<file path="src/sv/hsrd_pkg.sv">
`default_nettype none
package hsrd_pkg;

	localparam int unsigned DivWidth = 24;
	localparam int unsigned DsrWidth = 16;
	localparam int unsigned StepWidth = 5;

	typedef struct packed {
		logic                 start;
		logic [DsrWidth-1:0]  rem_init;
		logic [DivWidth-1:0]  dividend;
		logic [DsrWidth-1:0]  divisor;
		logic [StepWidth-1:0] steps;
	} div_cmd_t;

endpackage
`default_nettype wire

</file>
<file path="src/sv/hall_sensor_rotor_decoder_unit.sv">
`default_nettype none
// Hall sensor rotor decoder. Each input request is one prescaled timer tick carrying the
// sampled hall pattern in s_tdata[2:0]; each produces exactly one result. While the rotor
// moves and the tick count is still inside the last period, a request passes through the
// accept step, a multiply step, a 16-step restoring division for the interpolated angle
// and a 24-step division for the speed, both on one shared divider, with the angle, speed
// and output sequencing steps between them. Once the count reaches the period the angle
// division is skipped; when stopped or with a zero period both are skipped. The next
// request is taken once the result is loaded into the output register, where it may still
// wait; a result not yet taken holds the following one at its last step. tick_rate is
// written through cfg_wen/cfg_wdata; the user must write it only while idle, which the
// block itself does not enforce.
module hall_sensor_rotor_decoder_unit (
	input  wire logic         clk,
	input  wire logic         arst_n,
	input  wire logic         cfg_wen,
	input  wire logic [23:0]  cfg_wdata,     // tick_rate
	input  wire logic         s_tvalid,
	output logic              s_tready,
	input  wire logic [7:0]   s_tdata,       // [2:0] hall_pattern
	output logic              m_tvalid,
	input  wire logic         m_tready,
	// [2:0] hall_state, [3] changed, [5:4] direction, [22:6] sector_angle,
	// [40:23] interpolated_angle, [64:41] speed, [80:65] period, [112:81] turns
	output logic [119:0]      m_tdata
);
	import hsrd_pkg::*;

	localparam int unsigned TIMER_MAX    = 65535;
	localparam int unsigned SECTOR_UNITS = 15360;
	localparam logic [23:0] SPEED_SAT    = 24'hFFFFFF;

	localparam logic [1:0] DIR_STOP = 2'd0;
	localparam logic [1:0] DIR_FWD  = 2'd1;
	localparam logic [1:0] DIR_REV  = 2'd2;

	localparam logic [2:0] ST_IDLE     = 3'd0;
	localparam logic [2:0] ST_MUL      = 3'd1;
	localparam logic [2:0] ST_ANG_GO   = 3'd2;
	localparam logic [2:0] ST_ANG_WAIT = 3'd3;
	localparam logic [2:0] ST_SPD_GO   = 3'd4;
	localparam logic [2:0] ST_SPD_WAIT = 3'd5;
	localparam logic [2:0] ST_OUT      = 3'd6;

	localparam logic [2:0] PAT_RESET = 3'b000;
	localparam logic [2:0] PAT_A     = 3'b001;
	localparam logic [2:0] PAT_B     = 3'b101;

	// forward successor (8 = outside the cycle) and sector index entered going forward,
	// listed from pattern 7 down to pattern 0
	localparam logic [7:0][3:0] FWD_NEXT  = {4'd8, 4'd2, 4'd4, 4'd6, 4'd1, 4'd3, 4'd5, 4'd8};
	localparam logic [7:0][2:0] SECTOR_OF = {3'd0, 3'd2, 3'd0, 3'd1, 3'd4, 3'd3, 3'd5, 3'd0};

	logic [2:0]  state_q;
	logic [23:0] tick_rate_q;
	logic [2:0]  pat_q;
	logic [16:0] sect_q;
	logic [1:0]  dir_q;
	logic [15:0] cnt_q;
	logic [15:0] period_q;
	logic [31:0] turns_q;
	logic        changed_q;
	logic [31:0] prod_q;
	logic [15:0] moved_q;
	logic [23:0] speed_q;

	logic        acc;
	logic [2:0]  nxt;
	logic        take;
	logic [1:0]  t_dir;
	logic [2:0]  t_idx;
	logic [18:0] ang_full;
	logic        moving;
	logic        per_zero;
	logic        need_ang;
	logic        out_load;
	logic [17:0] interp;
	div_cmd_t    div_cmd;
	logic        div_done;
	logic [DivWidth-1:0] div_quo;

	assign s_tready = (state_q == ST_IDLE);
	assign acc      = s_tvalid && s_tready;
	assign nxt      = s_tdata[2:0];
	assign out_load = (state_q == ST_OUT) && (!m_tvalid || m_tready);

	always_comb begin
		take  = 1'b0;
		t_dir = DIR_STOP;
		t_idx = '0;
		if (nxt != pat_q) begin
			if (pat_q == PAT_RESET) begin
				take = 1'b1;
			end else if (FWD_NEXT[pat_q] == {1'b0, nxt}) begin
				take  = 1'b1;
				t_dir = DIR_FWD;
				t_idx = SECTOR_OF[nxt];
			end else if (FWD_NEXT[nxt] == {1'b0, pat_q}) begin
				take  = 1'b1;
				t_dir = DIR_REV;
				t_idx = SECTOR_OF[pat_q];
			end
		end
	end

	assign ang_full = 19'(t_idx) * 19'(SECTOR_UNITS);

	assign moving   = (dir_q == DIR_FWD) || (dir_q == DIR_REV);
	assign per_zero = (period_q == '0);
	assign need_ang = moving && !per_zero && (cnt_q < period_q);

	always_comb begin
		div_cmd          = '0;
		div_cmd.divisor  = period_q;
		if (state_q == ST_ANG_GO) begin
			div_cmd.start    = need_ang;
			div_cmd.rem_init = prod_q[31:16];
			div_cmd.dividend = {prod_q[15:0], 8'd0};
			div_cmd.steps    = StepWidth'(16);
		end else if (state_q == ST_SPD_GO) begin
			div_cmd.start    = moving && !per_zero;
			div_cmd.dividend = tick_rate_q;
			div_cmd.steps    = StepWidth'(DivWidth);
		end
	end

	hsrd_div u_div (
		.clk      (clk),
		.arst_n   (arst_n),
		.cmd      (div_cmd),
		.done     (div_done),
		.quotient (div_quo)
	);

	always_comb begin
		case (dir_q)
			DIR_FWD: interp = 18'(sect_q) + 18'(moved_q);
			DIR_REV: interp = 18'(sect_q) - 18'(moved_q);
			default: interp = 18'(sect_q);
		endcase
	end

	always_ff @(posedge clk or negedge arst_n) begin
		if (!arst_n) begin
			tick_rate_q <= 24'd1093733;
		end else if (cfg_wen) begin
			tick_rate_q <= cfg_wdata;
		end
	end

	always_ff @(posedge clk or negedge arst_n) begin
		if (!arst_n) begin
			state_q   <= ST_IDLE;
			pat_q     <= '0;
			sect_q    <= '0;
			dir_q     <= DIR_STOP;
			cnt_q     <= '0;
			period_q  <= '0;
			turns_q   <= '0;
			changed_q <= 1'b0;
			m_tvalid  <= 1'b0;
		end else begin
			if (out_load) begin
				m_tvalid <= 1'b1;
			end else if (m_tvalid && m_tready) begin
				m_tvalid <= 1'b0;
			end
			case (state_q)
				ST_IDLE: begin
					if (acc) begin
						changed_q <= take;
						if (take) begin
							pat_q    <= nxt;
							sect_q   <= ang_full[16:0];
							dir_q    <= t_dir;
							period_q <= cnt_q;
							cnt_q    <= '0;
							if (pat_q == PAT_A && nxt == PAT_B) begin
								turns_q <= turns_q + 32'd1;
							end else if (pat_q == PAT_B && nxt == PAT_A) begin
								turns_q <= turns_q - 32'd1;
							end
						end else if (cnt_q >= 16'(TIMER_MAX)) begin
							cnt_q <= '0;
							dir_q <= DIR_STOP;
						end else begin
							cnt_q <= cnt_q + 16'd1;
						end
						state_q <= ST_MUL;
					end
				end
				ST_MUL: begin
					state_q <= ST_ANG_GO;
				end
				ST_ANG_GO: begin
					state_q <= need_ang ? ST_ANG_WAIT : ST_SPD_GO;
				end
				ST_ANG_WAIT: begin
					if (div_done) begin
						state_q <= ST_SPD_GO;
					end
				end
				ST_SPD_GO: begin
					state_q <= (moving && !per_zero) ? ST_SPD_WAIT : ST_OUT;
				end
				ST_SPD_WAIT: begin
					if (div_done) begin
						state_q <= ST_OUT;
					end
				end
				ST_OUT: begin
					if (out_load) begin
						state_q <= ST_IDLE;
					end
				end
				default: begin
					state_q <= ST_IDLE;
				end
			endcase
		end
	end

	always_ff @(posedge clk) begin
		if (state_q == ST_MUL) begin
			prod_q <= 32'(cnt_q) * 32'(SECTOR_UNITS);
		end
		if (state_q == ST_ANG_GO && !need_ang) begin
			moved_q <= moving ? 16'(SECTOR_UNITS) : 16'd0;
		end
		if (state_q == ST_ANG_WAIT && div_done) begin
			moved_q <= div_quo[15:0];
		end
		if (state_q == ST_SPD_GO && !(moving && !per_zero)) begin
			speed_q <= moving ? SPEED_SAT : 24'd0;
		end
		if (state_q == ST_SPD_WAIT && div_done) begin
			speed_q <= div_quo;
		end
		if (out_load) begin
			m_tdata <= {7'd0, turns_q, period_q, speed_q, interp, sect_q, dir_q, changed_q,
				pat_q};
		end
	end

	a_acc_to_mul: assert property (@(posedge clk) disable iff (!arst_n)
		acc |=> (state_q == ST_MUL))
		else $error("accepted request did not start the sequence");

	a_rose_from_out: assert property (@(posedge clk) disable iff (!arst_n)
		$rose(m_tvalid) |-> ($past(state_q) == ST_OUT))
		else $error("result shown outside the output step");

	a_done_in_wait: assert property (@(posedge clk) disable iff (!arst_n)
		div_done |-> (state_q == ST_ANG_WAIT || state_q == ST_SPD_WAIT))
		else $error("divider finished with no division pending");

	a_period_held: assert property (@(posedge clk) disable iff (!arst_n)
		!acc |=> $stable(period_q))
		else $error("period changed without a request");

endmodule
`default_nettype wire

</file>
<file path="src/sv/hsrd_div.sv">
`default_nettype none
module hsrd_div (
	input  wire logic                                clk,
	input  wire logic                                arst_n,
	input  wire hsrd_pkg::div_cmd_t                  cmd,
	output logic                                     done,
	output logic [hsrd_pkg::DivWidth-1:0]            quotient
);
	import hsrd_pkg::*;

	logic                 busy_q;
	logic                 done_q;
	logic [StepWidth-1:0] cnt_q;
	logic [DsrWidth-1:0]  rem_q;
	logic [DsrWidth-1:0]  dsr_q;
	logic [DivWidth-1:0]  num_q;
	logic [DsrWidth:0]    trial;
	logic [DsrWidth:0]    diff;
	logic                 ge;

	// restoring step, one quotient bit per cycle
	assign trial = {rem_q, num_q[DivWidth-1]};
	assign diff  = trial - {1'b0, dsr_q};
	assign ge    = (trial >= {1'b0, dsr_q});

	always_ff @(posedge clk or negedge arst_n) begin
		if (!arst_n) begin
			busy_q <= 1'b0;
			done_q <= 1'b0;
			cnt_q  <= '0;
		end else begin
			done_q <= 1'b0;
			if (cmd.start) begin
				busy_q <= 1'b1;
				cnt_q  <= cmd.steps;
			end else if (busy_q) begin
				cnt_q <= cnt_q - StepWidth'(1);
				if (cnt_q == StepWidth'(1)) begin
					busy_q <= 1'b0;
					done_q <= 1'b1;
				end
			end
		end
	end

	always_ff @(posedge clk) begin
		if (cmd.start) begin
			rem_q <= cmd.rem_init;
			num_q <= cmd.dividend;
			dsr_q <= cmd.divisor;
		end else if (busy_q) begin
			rem_q <= ge ? diff[DsrWidth-1:0] : trial[DsrWidth-1:0];
			num_q <= {num_q[DivWidth-2:0], ge};
		end
	end

	assign done     = done_q;
	assign quotient = num_q;

endmodule
`default_nettype wire

</file>
<file path="config.mk">
export PLATFORM = sky130hd
export DESIGN_NAME = hall_sensor_rotor_decoder_unit
export DESIGN_NICKNAME = d
export VERILOG_FILES = /design/src/sv/hsrd_pkg.sv /design/src/sv/hall_sensor_rotor_decoder_unit.sv /design/src/sv/hsrd_div.sv
export SDC_FILE = /design/constraint.sdc
export NUM_CORES = 1
export LEC_CHECK = 0
export BUFFER_PORTS_ARGS = -buffer_cell sky130_fd_sc_hd__buf_2
export CORE_MARGIN = 4
export CORE_UTILIZATION = 30
export CTS_BUF_LIST = sky130_fd_sc_hd__clkbuf_2 sky130_fd_sc_hd__clkbuf_4 sky130_fd_sc_hd__clkbuf_8
export DETAILED_ROUTE_END_ITERATION = 6
export GPL_ROUTABILITY_DRIVEN = 1
export PLACE_DENSITY = 0.44
export SLEW_MARGIN = 20
export SYNTH_ARGS = -nofsm -noshare
export SYNTH_HDL_FRONTEND = slang
export SYNTH_SLANG_ARGS = --single-unit
</file>
<file path="constraint.sdc">
create_clock -name clk -period 25.3 [get_ports clk]
set_clock_uncertainty 0.1 [all_clocks]
set_input_delay 3.795 -clock clk [delete_from_list [all_inputs] [get_ports clk]]
set_output_delay 3.795 -clock clk [all_outputs]
set_load 0.02 [all_outputs]
</file>
==> impl_metrics.toml, run 1 <==
[setup_path]
crit_type = "input pin to register"
cp-startpoint = "s_tdata[1]"
crit_chain = "buf_2 -> inv_1 -> ha_1 -> nand3_1 -> buf_4 -> ha_1 -> a2111oi_2 -> o31a_1 -> o21ai_1 -> a2111oi_2 -> nor3_1 -> o311a_1 -> or3_1 -> a21oi_1 -> xor2_1"
critPathMaxStageDelay_ps = 480
worstPathRequired_ps = 25770
rrSetupSlack_ps = 20940
worst-path-buf-inv = 3
worstReg2RegEnd = "turns_q[31]$_DFFE_PN0P_"
critPathMaxFanout = 31
start_kind = "input pin"
endpoint_kind = "register"
critical-path-top-delay-family = "compound AO/OA/AOI/OAI gates"
cp.arrival_ps = 7550
r2r_start = "pat_q[1]$_DFFE_PN0P_"
crit_slowest_cell = "a2111oi_2"
rr_worst_depth = 14

[global_route]
gr-total-overflow = 0
grt_util_all_layers = 0.1340
grt_pass1_vias = 11944
grt_pass1_wl_mm = 67.90
antenna_found_initial = 4
grt_max_degree = 69

[placement]
dp_slack_ps = 17500
io_buffers = 136
dp_cells = 2461
dp_hpwl_mm = 30.92
gp_congestion = 0.8275

[worst_hold_path]
min_from = "speed_q[23]$_DFFE_PP_"
worst_hold_path_type = "register to register"
worstHoldEndpoint = "m_tdata[64]$_DFFE_PP_"
worstHoldPathCells = 0

[synth]
synthMostInstantiatedCell = "edfxtp_1"
post-synth-top-area-cell = "edfxtp_1"
ys_ff_latch = 331
ys_types = 69
syn_avg_cell_area_sq_um = 11.33
yosys_warnings = 0
synth.top_cell.area_share = 0.3662
async_flop_share = 0.3384
netlist_area_sq_um = 17960
ys.flop_type = "edfxtp_1"
synth_edf_count = 219
ys_seq_area_frac = 0.5228
synthTopCellsByCount = "edfxtp_1, nand2_1, inv_1, ha_1, o21ai_0"
yosys-top-cells-area = "edfxtp_1, dfrtp_1, ha_1"
netlist_instances = 1585

[sta]
worst_slack_ps = 18220
slew_headroom = 0.2941
setup_violations = 0
fmax_mhz = 141.2
finalSetupTns_ps = 0
period_share = 0.2799
rsz0062_at_grt = "no"
worst_pin_slew_ps = 1059
fin_crit_ps = 7082
hold_viol = 0
slew_violations = 0

[power]
intPower_uw = 876.2
switchingPower_uw = 249.7
pwr-share-clk = 0.470
sequentialPowerShare = 0.515
comb_power_share = 0.015
power_density_nw_per_um2 = 54.25
peakVddDrop_mv = 0.03418
swShare = 0.2218
p_leak_nw = 8.427

[clock_network]
clk_latency_ps = 670
h-tree-depth = 2
clkTransAtPathRegs_ps = 60
numCtsBuffers = 59
cts_tree = "built"
ctsResizeCount = 0
cts_setup_buffers = 0
hold_buffers = 0
root_buffer = "clkbuf_8"
cts_sinks = 331
clockBufferDepth = 3

[route]
drc = 0
num_vias = 11955
wl_per_cell_um = 16.84
ant_nets = 0
vias_per_cell = 4.643
routed_wl_mm = 43.36
first_iter_violations = 506
dr.pass1.iters = 5

[finish]
final_cells = 2575
drive_gt1_frac = 0.1756
fin_nets = 1950
n_fill_cell = 5956
multi_input_area_sq_um = 7823
area_delta_synth_final_pct = 15.56
seq_area_sq_um = 9389

[floorplan]
core_area_sq_um = 59130
placementRows = 89
start_util = 0.3037
dieArea_sq_um = 63840
die_y_um = 252.7
boundaryPins = 159
fp.dieW_um = 252.7

[run_status]
outcome = "completed"

[run]
maxCapViolCount = 0
state kept, by name (all words and copies together), names as in the netlist, 20 cells and up:
name            count
turns_q            32
speed_q            24
m_tdata           103
prod_q             20
tick_rate_q        24
u_div.quotient     24
per-stage QoR:
stage                 util  total power [mW]  hold WS (ps)  area [sq um]
finish              0.3510             1.126         317.6         20750
global route        0.3510             1.175         324.4         20750
CTS                 0.3509             1.150         320.8         20750
detailed placement  0.3297            0.6080         305.4         19490
global placement    0.3297            0.6076         304.4         19490
floorplan                -            0.6002         300.3         18020
layout by cell type, fill, tap and decap left out, drive strengths merged, types with 62 or more instances in the layout:
cell,n
o21ai,122
inv,140
nor2,92
edfxtp,219
dfrtp,104
xnor2,62
ha,129
nand2,159
a21oi,68
clkbuf,76
buf,151
worst max path at each step:
stage                              end  slack [ps]  cells after the start
3_5_place_dp   turns_q[31]$_DFFE_PN0P_       17500                     15
6_report       turns_q[31]$_DFFE_PN0P_       18220                     15
3_3_place_gp   turns_q[31]$_DFFE_PN0P_       17510                     15
2_1_floorplan     m_tdata[0]$_DFFE_PP_       13140                      2
5_1_grt        turns_q[31]$_DFFE_PN0P_       17950                     15
4_1_cts        turns_q[31]$_DFFE_PN0P_       18220                     15
logic make-up (layout without fill, tap and decap cells):
| kind of cell | Yosys count | after routing | synth area share |
|---|---|---|---|
| fa+ha+maj | 164 | 164 | 0.1289 |
| compound gates | 357 | 357 | 0.1269 |
| flops | 331 | 331 | 0.5228 |
| simple gates | 388 | 388 | 0.09949 |
| mux | 53 | 53 | 0.03198 |
| other cells | 1 | 19 | 0.0002088 |
| buf+inv | 202 | 401 | 0.04626 |
| xor+xnor | 89 | 89 | 0.04341 |
per-layer routing:
metal	vias to the layer above	wire length, um	global-route usage
met5	-	21	0
met1	5754	20100	0.1789
li1	5931	-	-
met2	195	20290	0.2211
met4	4	1180	0.04200
met3	71	1770	0.02583
layout make-up:
type / count / area share
flip-flops and latches: 331 / 0.4524
multi-input cells: 1068 / 0.3769
well taps: 773 / 0.04660
clock buffers: 76 / 0.04618
repair buffers: 151 / 0.03834
inverters: 138 / 0.02496
clock inverters: 36 / 0.01435
diodes: 2 / 0.0002412
power by group through the flow:
stage	registers (mW)	logic, mW	clock network, mW
global placement	0.591	0.0171	0
finish	0.580	0.0170	0.529
CTS	0.580	0.0176	0.552
global route	0.580	0.0194	0.576
floorplan	0.589	0.0111	0
detailed placement	0.591	0.0175	0
Note: power is estimated with default switching activity, not from simulation.
==> inputs of run 2 (changes only) <==
--- a/config.mk
+++ b/config.mk
@@ -5,6 +5,7 @@
 export SDC_FILE = /design/constraint.sdc
 export NUM_CORES = 1
 export LEC_CHECK = 0
+export ABC_AREA = 1
 export BUFFER_PORTS_ARGS = -buffer_cell sky130_fd_sc_hd__buf_2
 export CORE_MARGIN = 4
 export CORE_UTILIZATION = 30
==> constraint.sdc (replaced) <==
create_clock -name clk -period 6.6 [get_ports clk]
set_clock_uncertainty 0.1 [all_clocks]
set_input_delay 0.99 -clock clk [delete_from_list [all_inputs] [get_ports clk]]
set_output_delay 0.99 -clock clk [all_outputs]
set_load 0.02 [all_outputs]
==> run 2 against run 1 <==
Global-route usage increased by 1.4 points. Via count increased by 25%. Synthesized cell count increased by 39%. Synthesized area increased by 9.2%. Wire length increased by 21%. Cell count increased by 27%. Sequential power increased to 3.8 times the previous value. Clock-buffer cell count increased by 21. Largest cell class unchanged.
==> impl_metrics.toml, run 2 <==
[run_status]
outcome = "completed"

[global_route]
gr-total-overflow = 0
grt_pass1_wl_mm = 82.87
grt_util_all_layers = 0.1480
grt_pass1_vias = 14926
grt_max_degree = 77
antenna_found_initial = 3

[clock_network]
h-tree-depth = 3
cts_tree = "built"
numCtsBuffers = 67
clkTransAtPathRegs_ps = 50
clockBufferDepth = 3
cts_sinks = 331
clk_latency_ps = 660
ctsResizeCount = 0
hold_buffers = 0
root_buffer = "clkbuf_8"
cts_setup_buffers = 0

[placement]
dp_hpwl_mm = 38.66
dp_cells = 3159
io_buffers = 136
gp_congestion = 0.8821
dp_slack_ps = 2308
placed_area_sq_um = 21100

[route]
first_iter_violations = 821
ant_nets = 0
drc = 0
wl_per_cell_um = 15.95
dr.pass1.iters = 5
vias_per_cell = 4.559
routed_wl_mm = 52.35
num_vias = 14964

[sta]
worst_pin_slew_ps = 976.7
fmax_mhz = 256.5
hold_viol = 0
worst_slack_ps = 2701
slew_headroom = 0.3473
whs_ps = 316.2
rsz0062_at_grt = "no"
period_share = 0.5908
setup_violations = 0
finalSetupTns_ps = 0
fin_crit_ps = 3899
slew_violations = 0

[synth]
netlist_area_sq_um = 19610
syn_avg_cell_area_sq_um = 8.884
ys_types = 50
ys_ff_latch = 331
post-synth-top-area-cell = "edfxtp_1"
async_flop_share = 0.3384
synth_edf_count = 219
yosys-top-cells-area = "edfxtp_1, dfrtp_1, nand2_1"
yosys_warnings = 0
ys_seq_area_frac = 0.4788
netlist_instances = 2207
synth.top_cell.area_share = 0.3354
ys.flop_type = "edfxtp_1"
synthMostInstantiatedCell = "nand2_1"
synthTopCellsByCount = "nand2_1, inv_1, edfxtp_1, nor2_1, ha_1"

[setup_path]
crit_chain = "inv_1 -> ha_1 -> nand2_2 -> nand2_1 -> xor2_2 -> nand4_1 -> o31ai_1 -> fa_1 -> ha_1 -> inv_1 -> fa_1 -> o21ai_2"
start_kind = "register"
endpoint_kind = "register"
rr_worst_depth = 12
worstPathRequired_ps = 7040
critPathMaxStageDelay_ps = 680
crit_type = "register to register"
critPathMaxFanout = 9
cp.arrival_ps = 4340
crit_slowest_cell = "o31ai_1"

[finish]
layout_common_cells = "nand2_1, inv_1, edfxtp_1, nor2_1, buf_2"
fin_area_sq_um = 22540
area_delta_synth_final_pct = 14.96
seq_area_sq_um = 9389
final_common_cell = "nand2_1"
final_cells = 3282
fin_nets = 2574
n_fill_cell = 6671
regMostFlops = "m_tdata"
multi_input_area_sq_um = 8589
drive_gt1_frac = 0.1356
postLayoutCoreUtil = 0.3490
reg_top3 = "m_tdata (103), turns_q (32)"
largest_reg_flops = 103

[floorplan]
start_util = 0.3036
boundaryPins = 159
fp.dieW_um = 263.7
die_y_um = 263.7
dieArea_sq_um = 69510
placementRows = 93
core_area_sq_um = 64580

[power]
power_mw = 4.549
p_leak_nw = 10.89
peakVddDrop_mv = 0.1342
power_density_nw_per_um2 = 201.8

[run]
maxCapViolCount = 0

[worst_hold_path]
worstHoldPathCells = 0
worst_hold_path_type = "register to register"
## run 2: cell types whose count changed after synthesis, sizes merged, moves of 40 or more
cell	change
nand2	+422
inv	+205
nand3	+93
nor2	+65
a21o	-52
a21oi	+47
xnor2	-40
## run 2: final cells by class
class	instances	share of cell area
clock inverters	25	0.01143
diodes	1	0.0001110
clock buffers	97	0.05201
multi-input cells	1484	0.3811
flip-flops and latches	331	0.4165
well taps	855	0.04746
inverters	343	0.05723
repair buffers	146	0.03419
## run 2: power breakdown
group / internal [mW] / switching [mW] / leakage, nW
Clock: 1.29 / 0.972 / 0.767
Combinational: 0.0167 / 0.0562 / 6.92
Sequential: 2.21 / 0.00323 / 3.20
## run 2: worst max-delay path, delay by kind of cell, from the launching register on
kind            cells  cell delay (ps)
fa+ha+maj           4             1510
compound gates      2              820
flops               1              500
simple gates        3              390
buf+inv             2              290
xor+xnor            1              180
## run 2: routing by layer
metal / GRT usage / wire length (um) / vias to the layer above
met3: 0.03260 / 2844 / 76
met2: 0.2375 / 23720 / 324
met5: 0 / 26 / -
met1: 0.2020 / 24680 / 7047
met4: 0.04277 / 1081 / 4
li1: - / - / 7513
## run 2: kinds of logic after synthesis
kind of cell    after synthesis  synth area share
compound gates              325           0.09176
xor+xnor                     62           0.02808
fa+ha+maj                   164            0.1181
buf+inv                     408           0.08768
flops                       331            0.4788
other cells                   1         0.0001913
simple gates                916            0.1954
## run 2: worst paths after layout
check / from / end / slack (ps)
max reg2reg: pat_q[1]$_DFFE_PN0P_ / sect_q[13]$_DFFE_PN0P_ / 2700
max: pat_q[1]$_DFFE_PN0P_ / sect_q[13]$_DFFE_PN0P_ / 2700
max in group asynchronous: arst_n / period_q[7]$_DFFE_PN0P_ / 4720
min: speed_q[14]$_DFFE_PP_ / m_tdata[55]$_DFFE_PP_ / 320
min reg2reg: speed_q[14]$_DFFE_PP_ / m_tdata[55]$_DFFE_PP_ / 320
min in group asynchronous: arst_n / turns_q[19]$_DFFE_PN0P_ / 340
==> inputs of run 3 (changes only) <==
==> constraint.sdc (replaced) <==
create_clock -name clk -period 4 [get_ports clk]
set_clock_uncertainty 0.1 [all_clocks]
set_input_delay 0.6 -clock clk [delete_from_list [all_inputs] [get_ports clk]]
set_output_delay 0.6 -clock clk [all_outputs]
set_load 0.02 [all_outputs]
==> run 3 against run 2 <==
Global-route usage rose by 0.40 points. Clock power grew 59%. Total power is 62% higher. Core utilization increased by 0.16 points. Critical path type unchanged. Largest power group is now sequential cells.
==> impl_metrics.toml, run 3 (synthesis gave the netlist of run 2 again) <==
[run_status]
outcome = "completed"

[setup_path]
critical_path_cell_count = 12
crit_chain = "inv_1 -> ha_1 -> nand2_2 -> nand2_1 -> xor2_2 -> nand4_1 -> o31ai_1 -> fa_1 -> ha_1 -> inv_1 -> fa_1 -> o21ai_2"
endpoint_kind = "register"
critPathMaxFanout = 5
critical-path-top-delay-family = "adder cells"
worst-path-buf-inv = 2
critPathMaxStageDelay_ps = 630
crit_slowest_cell = "o31ai_1"
crit_type = "register to register"
start_kind = "register"
rr_worst_depth = 12
worstPathRequired_ps = 4440
cp.arrival_ps = 4070

[clock_network]
root_buffer = "clkbuf_8"
cts_tree = "built"
clkTransAtPathRegs_ps = 60
hold_buffers = 2
numCtsBuffers = 66
cts_setup_buffers = 0
cts_sinks = 331
clk_latency_ps = 640
ctsResizeCount = 0
h-tree-depth = 3
clockBufferDepth = 3

[sta]
rsz0062_at_grt = "no"
setup_violations = 0
worst_pin_slew_ps = 831.2
slew_violations = 0
hold_viol = 0
period_share = 0.9059
fin_crit_ps = 3623
finalSetupTns_ps = 0
fmax_mhz = 276.0
slew_headroom = 0.4459

[finish]
fin_nets = 2593
area_delta_synth_final_pct = 15.49
seq_area_sq_um = 9389
drive_gt1_frac = 0.1397
largest_reg_flops = 103
postLayoutCoreUtil = 0.3507
layout_common_cells = "nand2_1, inv_1, edfxtp_1, nor2_1, buf_2"
multi_input_area_sq_um = 8579
regMostFlops = "m_tdata"
reg_top3 = "m_tdata (103), turns_q (32)"
final_common_cell = "nand2_1"
final_cells = 3300
n_fill_cell = 6752

[global_route]
antenna_found_initial = 4
grt_pass1_vias = 15006
grt_max_degree = 80
grt_util_all_layers = 0.1520
gr-total-overflow = 0
grt_pass1_wl_mm = 84.64

[power]
comb_power_share = 0.016
switchingPower_mw = 1.652
power_density_nw_per_um2 = 325.5
power_mw = 7.371
p_leak_nw = 10.96
swShare = 0.2241
sequentialPowerShare = 0.496
peakVddDrop_mv = 0.1792
intPower_mw = 5.719
pwr-share-clk = 0.488

[floorplan]
start_util = 0.3036
core_area_sq_um = 64580
die_y_um = 263.7
boundaryPins = 159
placementRows = 93
dieArea_sq_um = 69510
fp.dieW_um = 263.7

[run]
maxCapViolCount = 0

[placement]
gp_congestion = 0.8710
dp_cells = 3177
dp_hpwl_mm = 40.14
io_buffers = 136

[route]
num_vias = 14996
ant_nets = 0
vias_per_cell = 4.544
dr.pass1.iters = 5
routed_wl_mm = 53.59
first_iter_violations = 978
wl_per_cell_um = 16.24
drc = 0

[worst_hold_path]
worst_hold_path_type = "input pin to register"
worstHoldPathCells = 3
==> run 3: changes by cell type in the layout (fill, tap and decap cells not counted), sizes merged <==
cell	before	now
clkinv	15	16
clkbuf	97	93
diode	1	4
dlygate4sd3	0	2
inv	350	348
buf	146	164
==> run 3: worst reg2reg max path: cells and delay by family, from the launching register on <==
| kind | cells | cell delay (ps) |
|---|---|---|
| flip-flops | 1 | 370 |
| AO/OA/AOI/OAI | 2 | 760 |
| AND/OR/NAND/NOR | 3 | 380 |
| XOR/XNOR | 1 | 180 |
| adder cells (fa/ha/maj) | 4 | 1530 |
| buffers and inverters | 2 | 230 |
==> run 3: metrics by stage <==
step | area [sq um] | setup WS, ps | hold slack, ps
6_report | 22650 | 376.6 | 76.11
5_1_grt | 22640 | 55.97 | 35.35
4_1_cts | 22640 | 327.6 | 0.4266
3_5_place_dp | 21260 | 160.1 | 304.5
3_3_place_gp | 21260 | 211.4 | 303.4
2_1_floorplan | 19670 | 56.89 | 204.4
==> run 3: layer usage <==
| layer | global-route usage | up-vias | share of wire |
|---|---|---|---|
| li1 | - | 7558 | - |
| met1 | 0.2132 | 7038 | 0.48 |
| met2 | 0.2417 | 335 | 0.45 |
| met3 | 0.03083 | 65 | 0.055 |
| met4 | 0.03847 | 0 | 0.017 |
| met5 | 0 | - | 0 |
==> run 3: worst paths after layout <==
check	start	to	slack (ps)
max	pat_q[1]$_DFFE_PN0P_	sect_q[13]$_DFFE_PN0P_	380
min	cfg_wdata[22]	tick_rate_q[22]$_DFFE_PN0P_	80
max reg2reg	pat_q[1]$_DFFE_PN0P_	sect_q[13]$_DFFE_PN0P_	380
min reg2reg	speed_q[18]$_DFFE_PP_	m_tdata[59]$_DFFE_PP_	320
max in group asynchronous	arst_n	tick_rate_q[0]$_DFFE_PN1P_	2530
min in group asynchronous	arst_n	dir_q[0]$_DFFE_PN0P_	400
==> run 3: power by group through the flow <==
stage,combinational [mW],clock [mW],sequential [mW]
after floorplan,0.0717,0,3.72
final,0.121,3.60,3.65
after CTS,0.125,3.76,3.65
after global placement,0.121,0,3.72
after global routing,0.140,3.92,3.65
after detailed placement,0.123,0,3.72
==> run 3: final cells by class <==
cell class	instances	share of cell area
antenna	4	0.0004420
clock buffer	93	0.04989
timing repair buffer	166	0.04199
multi-input combinational	1484	0.3789
clock inverter	24	0.01000
tap	855	0.04724
inverter	343	0.05696
sequential	331	0.4146
